`src/hw/rtl/bli_pkg.sv`:
```
`timescale 1ns / 1ps
package bli_pkg;
    localparam logic CMD_LOAD  = 1'b0;
    localparam logic CMD_QUERY = 1'b1;
    localparam int   POS_W     = 32;
    localparam int   CNT_W     = 11;

    // controller -> datapath
    typedef struct packed {
        logic capture;
        logic search_init;
        logic probe_rd;
        logic probe_upd;
        logic pair_rd0;
        logic pair_rd1;
        logic pair_cap;
        logic div_init;
        logic div_step;
        logic finish;
    } t_cmd;

    // datapath -> controller
    typedef struct packed {
        logic search_done;
        logic early_out;
        logic div_done;
    } t_sts;
endpackage

```
`src/hw/rtl/bli_ctrl.sv`:
```
`timescale 1ns / 1ps
module bli_ctrl (
    input  logic          i_clk,
    input  logic          i_rst_n,
    input  logic          i_in_valid,
    input  logic          i_in_cmd,
    output logic          o_in_ready,
    input  logic          i_out_busy,
    input  bli_pkg::t_sts i_sts,
    output bli_pkg::t_cmd o_cmd
);
    import bli_pkg::*;

    localparam logic [2:0] S_IDLE = 3'd0;
    localparam logic [2:0] S_PRD  = 3'd1;
    localparam logic [2:0] S_PUPD = 3'd2;
    localparam logic [2:0] S_RD0  = 3'd3;
    localparam logic [2:0] S_RD1  = 3'd4;
    localparam logic [2:0] S_CAP  = 3'd5;
    localparam logic [2:0] S_DIV  = 3'd6;
    localparam logic [2:0] S_DONE = 3'd7;

    logic [2:0] r_state, n_state;

    assign o_in_ready = (r_state == S_IDLE);

    always_comb begin
        n_state = r_state;
        o_cmd   = '0;
        unique case (r_state)
            S_IDLE: begin
                if (i_in_valid) begin
                    o_cmd.capture = 1'b1;
                    if (i_in_cmd == CMD_QUERY) begin
                        o_cmd.search_init = 1'b1;
                        n_state = S_PRD;
                    end
                end
            end
            S_PRD: begin
                if (i_sts.search_done) n_state = S_RD0;
                else begin
                    o_cmd.probe_rd = 1'b1;
                    n_state = S_PUPD;
                end
            end
            S_PUPD: begin
                o_cmd.probe_upd = 1'b1;
                n_state = S_PRD;
            end
            S_RD0: begin
                o_cmd.pair_rd0 = 1'b1;
                n_state = S_RD1;
            end
            S_RD1: begin
                o_cmd.pair_rd1 = 1'b1;
                n_state = S_CAP;
            end
            S_CAP: begin
                o_cmd.pair_cap = 1'b1;
                n_state = S_DIV;
            end
            S_DIV: begin
                if (i_sts.early_out) n_state = S_DONE;
                else if (i_sts.div_done) n_state = S_DONE;
                else o_cmd.div_step = 1'b1;
            end
            S_DONE: begin
                if (!i_out_busy) begin
                    o_cmd.finish = 1'b1;
                    n_state = S_IDLE;
                end
            end
            default: n_state = S_IDLE;
        endcase
        o_cmd.div_init = (r_state == S_CAP);
    end

    always_ff @(posedge i_clk) begin
        if (!i_rst_n) r_state <= S_IDLE;
        else r_state <= n_state;
    end
endmodule

```
`config.mk`:
```
export PLATFORM = sky130hd
export DESIGN_NAME = bli_ctrl
export DESIGN_NICKNAME = d
export VERILOG_FILES = /design/src/hw/rtl/bli_pkg.sv /design/src/hw/rtl/bli_ctrl.sv
export SDC_FILE = /design/constraint.sdc
export NUM_CORES = 1
export LEC_CHECK = 0
export BUFFER_PORTS_ARGS = -buffer_cell sky130_fd_sc_hd__buf_2
export CORE_AREA = 8 8 45 47
export CTS_CLUSTER_DIAMETER = 80
export CTS_CLUSTER_SIZE = 24
export DETAILED_ROUTE_END_ITERATION = 16
export DIE_AREA = 0 0 53 55
export GPL_ROUTABILITY_DRIVEN = 0
export PLACE_DENSITY_LB_ADDON = 0.1
export SYNTH_ARGS = -nofsm -noshare
export SYNTH_HDL_FRONTEND = slang
export SYNTH_SLANG_ARGS = --single-unit
```
`constraint.sdc`:
```
create_clock -name i_clk -period 1.65 [get_ports i_clk]
set_input_delay 0.2475 -clock i_clk [delete_from_list [all_inputs] [get_ports i_clk]]
set_output_delay 0.2475 -clock i_clk [all_outputs]
set_load 0.03 [all_outputs]
```
== Word level (Yosys, flattened, before mapping) ==
Cells that the tools add are included.

* Flip-flop bits (word level): 3
* Bits in latches: 0
* Bits in writable memories: 0
* ROM bits: 0
* Input bits: 8
* Output and inout bits: 11
* Word-level logic and storage cells: 35
* Memories kept: 0

* $add $sub $neg: 0
* Multipliers: 0
* Div/mod/pow operators: 0
* Magnitude comparators: 0
* Equal/unequal tests: 11
* Shift-type cells: 0
* Multiplexer cells: 21
* Bitwise gates (word level): 0
* Reduce and logical (&&, ||, !) cells: 2

{| class="wikitable"
|+ Operators by type and width
! kind !! number
|-
| 3-bit one-hot mux with 8 select lines || 1
|-
| 3-bit two-way mux || 5
|-
| 1-bit two-way mux || 13
|-
| 3-bit == test, second input constant || 4
|-
| 3-bit by 2-bit == test with 1-bit output, second input constant || 2
|-
| 2-bit != test, second input constant || 3
|-
| 2-bit two-way mux || 2
|-
| 4-bit AND reduction || 1
|-
| 3-bit by 1-bit == test with 1-bit output, second input constant || 1
|-
| 3-bit zero test || 1
|-
| 3-bit != test, second input constant || 1
|}

== Longest topological paths before layout ==
Gate-level depths: netlist (run 1).

* Word-level depth: 3
* Depth in mapped cells: 4
* Mapped depth without buffers: 3

== Worst setup path before layout (run 1) ==
No wires, ideal clock.

* Kind: reg2out
* Start: register r_state[2]
* End: output o_cmd[3] in the netlist's numbering
* Arrival: 1.594 ns
* Path slack: -0.192 ns
* Cell stages (with the launch flop): 4
* Path through: dfxtp_1 clkbuf_4 nor3b_1 buf_4

{| class="wikitable"
|+ RTL lines
! item !! line !! RTL
|-
| start: declaration || bli_ctrl.sv:23 || <nowiki>logic [2:0] r_state, n_state;</nowiki>
|-
| start signal: assignment || bli_ctrl.sv:81 || <nowiki>else r_state <= n_state;</nowiki>
|-
| end: declaration || bli_ctrl.sv:10 || <nowiki>output bli_pkg::t_cmd o_cmd</nowiki>
|}

==> results of run 1 <==
## timing repair
item	in CTS	in global routing
endpoints found under the setup margin	1	3
resized for setup	1	3
hold buffers	0	0
## logic make-up after synthesis
group,after synthesis,synth area share
compound gates,5,0.171
simple gates,16,0.440
flops,3,0.249
buf+inv,5,0.140
## power by group through the flow
| stage | sequential (mW) | combinational [mW] | clock (mW) |
|---|---|---|---|
| 6_report | 0.0923 | 0.104 | 0.129 |
| 5_1_grt | 0.0933 | 0.112 | 0.148 |
| 2_1_floorplan | 0.0867 | 0.0791 | 0 |
| 3_3_place_gp | 0.0918 | 0.104 | 0 |
| 4_1_cts | 0.0915 | 0.104 | 0.136 |
| 3_5_place_dp | 0.0926 | 0.103 | 0 |
## per-stage QoR
stage	hold slack (ns)	area, µm²	worst slack, ns
after floorplan	0.410	259	0.0787
after global placement	0.547	350	0.278
after detailed placement	0.551	350	0.226
after CTS	0.304	378	0.00938
after global routing	0.299	390	0.0133
final	0.303	390	0.113
## per-layer routing
layer  vias up  track usage  part of all wire
met3         0       0.0241              0.10
met2        14       0.0703              0.40
li1        143            -                 -
met1       117       0.0681              0.50
met4         0       0.0517                 0
met5         -            0                 0
## cell type report
class / count / area, µm² / area share
Clock buffer: 4 / 26.3 / 0.0673
Timing Repair Buffer: 19 / 100 / 0.256
Multi-Input combinational cell: 21 / 174 / 0.446
Sequential cell: 3 / 62.6 / 0.160
Tap cell: 16 / 20.0 / 0.0513
Inverter: 2 / 7.51 / 0.0192
## synthesized netlist by cell type
library cell  count  area share
o211ai_1          1       0.031
inv_1             2       0.031
nor3_2            1       0.041
buf_4             1       0.031
clkbuf_4          1       0.031
and2_1            1       0.026
buf_6             1       0.047
nor4b_2           1       0.062
nor2_1            2       0.031
and3_1            1       0.026
a311oi_1          1       0.036
nand2_1           2       0.031
nor4_1            1       0.026
nand2b_1          2       0.052
a2111oi_2         1       0.062
nor3b_1           4        0.12
dfxtp_1           3        0.25
a21oi_1           2       0.041
nor3_1            1       0.021
## tightest hold or removal path, stage by stage
cell       delay, ns
buf_2           0.10
nand2_1         0.08
a2111oi_2       0.06
## layout by cell type, fill, tap and decap left out, types with 2 or more instances in the layout
cell,count
nand2_1,2
dfxtp_2,2
a21oi_1,2
clkbuf_4,4
nor2_1,2
inv_1,2
buf_2,17
nor3b_1,3
nand2b_1,2
## worst paths after layout
check / start / to / cells after the start
worst max-delay path: r_state[0]$_SDFFE_PN0P_ / o_cmd[1] / 3
worst min-delay path: i_in_cmd / r_state[0]$_SDFFE_PN0P_ / 3
worst max register to register: r_state[1]$_SDFFE_PN0P_ / r_state[0]$_SDFFE_PN0P_ / 4
worst min register to register: r_state[0]$_SDFFE_PN0P_ / r_state[1]$_SDFFE_PN0P_ / 2
==> results.sh, run 1 <==
export IMPL_p_per_area_mw_per_mm2=833
export IMPL_path_class="register to primary output"
export IMPL_setup_viol_count_final=0
export IMPL_max_freq_ghz=0.651
export IMPL_critPathSlowestCell="dfxtp_2"
export IMPL_p_sw_mw=0.116
export IMPL_rows=14
export IMPL_area_delta_synth_final_pct=61.7
export IMPL_total_power_mw=0.325
export IMPL_io_pins=19
export IMPL_critPathRequiredTime_ns=1.40
export IMPL_nNetsFinal=58
export IMPL_cts_tree="done"
export IMPL_cp_max_fo=7
export IMPL_critPathArrivalTime_ns=1.29
export IMPL_min_period_ns=1.54
export IMPL_crit_chain="nand2b_1 -> nor4b_4 -> clkbuf_4"
export IMPL_instances_no_fill=65
export IMPL_core_area_mm2=0.00138
export IMPL_critPathTopFamily="simple AND/OR/NAND/NOR gates"
export IMPL_via_per_inst=4.22
export IMPL_htree_levels=1
export IMPL_drtIter0Drc=2
export IMPL_wl_um=745
export IMPL_synth_cell_types=19
export IMPL_grt_overflow_total=0
export IMPL_cp_start_kind="register"
export IMPL_fin_util=0.282
export IMPL_die_area_mm2=0.00292
export IMPL_synth_seq_cells=3
export IMPL_hold_path_class="input pin to register"
export IMPL_grt_max_degree=13
export IMPL_synthesis_nets=37
export IMPL_fin_crit_sh=0.931
export IMPL_tns_ns=0
export IMPL_max_cap_violations=0
export IMPL_dp_cells=61
export IMPL_syn_instance_count=29
export IMPL_wl_per_cell_um=11.5
export IMPL_rsz0062_at_grt="no"
export IMPL_p_leak_nw=0.184
export IMPL_power_share_combinational=0.319
export IMPL_crit_buf_inv=1
export IMPL_diodes=0
export IMPL_place_port_buffers=18
export IMPL_rrSetupSlack_ns=0.47
export IMPL_critPathMaxStageDelay_ns=0.35
export IMPL_drtPass1Iterations=4
export IMPL_fin_skew_ns=0.00500
export IMPL_clk_pin_slew_ns=0.04
export IMPL_die_h_um=55
export IMPL_grt_use_total=0.0556
export IMPL_top_regs="r_state x3"
export IMPL_fp_dieW_um=53
export IMPL_cp_end_kind="primary output"
export IMPL_tightest_slew_ns=0.275
export IMPL_drive_above_1_share=0.592
export IMPL_largest_reg_flops=3
export IMPL_fill_cells=161
export IMPL_finalHoldViolCount=0
export IMPL_start_util=0.175
export IMPL_largest_register="r_state"
export IMPL_slew_viol_final=0
export IMPL_clkPwrFrac=0.397
export IMPL_max_slew_margin_rel=0.816
export IMPL_post_cts_buffers=0
export IMPL_clk_latency_ns=0.23
export IMPL_p_sw_frac=0.358
export IMPL_status="finished clean"
export IMPL_p_int_mw=0.209
export IMPL_via_count=274
export IMPL_cts_root_buf="clkbuf_4"
export IMPL_dp_hpwl_um=627
export IMPL_ant_nets=0
export IMPL_numClockSinks=3
export IMPL_cts_buffers_inserted=3
export IMPL_grt_pass1_wl_um=1220
export IMPL_clockBufferDepth=2
export IMPL_grt_antenna_before_repair=0
export IMPL_ir_worst_vdd_mv=0.204
export IMPL_yosysWarnings=0
export IMPL_seq_area_frac_synth=0.249
export IMPL_grt_pass1_vias=284
export IMPL_drc=0
export IMPL_sequentialPowerShare=0.284
export IMPL_synth_avg_cell_area_um2=8.33
export IMPL_synth_area_um2=241
No activity file was read; power rests on OpenSTA's default activity.
==> inputs of run 2 (changes only) <==
--- a/config.mk
+++ b/config.mk
@@ -12,6 +12,7 @@
 export DETAILED_ROUTE_END_ITERATION = 16
 export DIE_AREA = 0 0 53 55
 export GPL_ROUTABILITY_DRIVEN = 0
+export MAX_ROUTING_LAYER = met4
 export PLACE_DENSITY_LB_ADDON = 0.1
 export SYNTH_ARGS = -nofsm -noshare
 export SYNTH_HDL_FRONTEND = slang
==> results.sh, run 2 (same netlist as run 1, synthesis figures left out) <==
export IMPL_status="finished clean"
export IMPL_place_port_buffers=18
export IMPL_htree_levels=1
export IMPL_rsz0062_at_grt="no"
export IMPL_io_pins=19
export IMPL_path_class="register to primary output"
export IMPL_critPathRequiredTime_ns=1.40
export IMPL_numClockSinks=3
export IMPL_ctsHoldBuffers=0
export IMPL_reg2reg_depth=4
export IMPL_diodes=0
export IMPL_via_count=274
export IMPL_grt_use_total=0.0573
export IMPL_max_slew_margin_rel=0.816
export IMPL_finalHoldViolCount=0
export IMPL_clk_pin_slew_ns=0.04
export IMPL_placed_area_um2=350
export IMPL_top_regs="r_state x3"
export IMPL_fin_crit_sh=0.931
export IMPL_wl_per_cell_um=11.5
export IMPL_grt_antenna_before_repair=0
export IMPL_drc=0
export IMPL_p_per_area_mw_per_mm2=833
export IMPL_die_area_mm2=0.00292
export IMPL_cp_start_kind="register"
export IMPL_cts_root_buf="clkbuf_4"
export IMPL_post_cts_buffers=0
export IMPL_max_freq_ghz=0.651
export IMPL_min_period_ns=1.54
export IMPL_drtPass1Iterations=4
export IMPL_layout_commonest_cell="buf_2"
export IMPL_fin_skew_ns=0.00500
export IMPL_clk_latency_ns=0.23
export IMPL_area_delta_synth_final_pct=61.7
export IMPL_rrSetupSlack_ns=0.47
export IMPL_max_cap_violations=0
export IMPL_hold_path_class="input pin to register"
export IMPL_cts_tree="done"
export IMPL_fin_area_um2=390
export IMPL_tns_ns=0
export IMPL_p_leak_nw=0.184
export IMPL_clockBufferDepth=2
export IMPL_ant_nets=0
export IMPL_drtIter0Drc=2
export IMPL_ir_worst_vdd_mv=0.204
export IMPL_largest_reg_flops=3
export IMPL_r2r_end="r_state[0]$_SDFFE_PN0P_"
export IMPL_grt_max_degree=13
export IMPL_cts_buffers_inserted=3
export IMPL_setup_viol_count_final=0
export IMPL_final_cell_mix="buf_2 (17), clkbuf_4 (4), nor3b_1 (3)"
export IMPL_via_per_inst=4.22
export IMPL_wl_um=745
export IMPL_total_power_mw=0.325
export IMPL_cp_end_kind="primary output"
export IMPL_cp_max_fo=7
export IMPL_drive_above_1_share=0.592
export IMPL_tightest_slew_ns=0.275
export IMPL_start_util=0.175
export IMPL_fp_dieW_um=53
export IMPL_grt_pass1_wl_um=1220
export IMPL_min_to="r_state[0]$_SDFFE_PN0P_"
export IMPL_core_area_mm2=0.00138
export IMPL_critPathArrivalTime_ns=1.29
export IMPL_rows=14
export IMPL_nNetsFinal=58
export IMPL_grt_pass1_vias=284
export IMPL_largest_register="r_state"
export IMPL_rr_startpoint="r_state[1]$_SDFFE_PN0P_"
export IMPL_slew_viol_final=0
export IMPL_dp_hpwl_um=627
export IMPL_fill_cells=161
export IMPL_die_h_um=55
export IMPL_min_from="i_in_cmd"
export IMPL_holdPathStages=3
export IMPL_grt_overflow_total=0
## run 2: cell counts in the layout (fill, tap and decap cells not counted)
No cell type changed its count.
## run 2: worst max-delay path: stages, from the launching register on
cell and delay, ns:
dfxtp_2 0.35, nand2b_1 0.19, nor4b_4 0.26, clkbuf_4 0.25
## run 2: per-stage QoR
stage / worst slack (ns) / utilization / std cells / hold WS, ns
finish: 0.113 / 0.282 / 65 / 0.303
global route: 0.0133 / 0.282 / 65 / 0.299
CTS: 0.00938 / 0.273 / 65 / 0.304
detailed placement: 0.226 / 0.253 / 61 / 0.551
global placement: 0.278 / 0.253 / 61 / 0.547
floorplan: 0.0787 / - / 29 / 0.410
## run 2: how the worst max path moves through the flow
stage               slack (ns)  depth (start not counted)                 endpoint                    start
detailed placement        0.23                          2                 o_cmd[1]  r_state[2]$_SDFFE_PN0P_
floorplan                 0.08                          4  r_state[2]$_SDFFE_PN0P_  r_state[1]$_SDFFE_PN0P_
global route              0.01                          3                 o_cmd[1]  r_state[1]$_SDFFE_PN0P_
finish                    0.11                          3                 o_cmd[1]  r_state[0]$_SDFFE_PN0P_
global placement          0.28                          2                 o_cmd[1]  r_state[2]$_SDFFE_PN0P_
CTS                      0.009                          3                 o_cmd[1]  r_state[0]$_SDFFE_PN0P_
## run 2: layout make-up
class	count	area [µm²]	area share
tap	16	20.0	0.0513
multi-input combinational	21	174	0.446
timing repair buffer	19	100	0.256
clock buffer	4	26.3	0.0673
inverter	2	7.51	0.0192
sequential	3	62.6	0.160
## run 2: routing by layer
layer / GRT usage / vias to the layer above / share of wire
li1: - / 143 / -
met1: 0.0696 / 117 / 0.51
met2: 0.0703 / 14 / 0.40
met3: 0.0214 / 0 / 0.089
met4: 0.0517 / 0 / 0
met5: - / - / 0
## run 2: timing repair
action | CTS | global route
endpoints found under the hold margin | 0 | 0
endpoints found under the setup margin | 1 | 3
resized for setup | 1 | 3
## run 2: where the power goes
group,total [mW],internal [mW],switching [mW]
clock network,0.129,0.0907,0.0385
logic,0.104,0.0385,0.0653
registers,0.0923,0.0798,0.0126
total,0.325,0.209,0.116
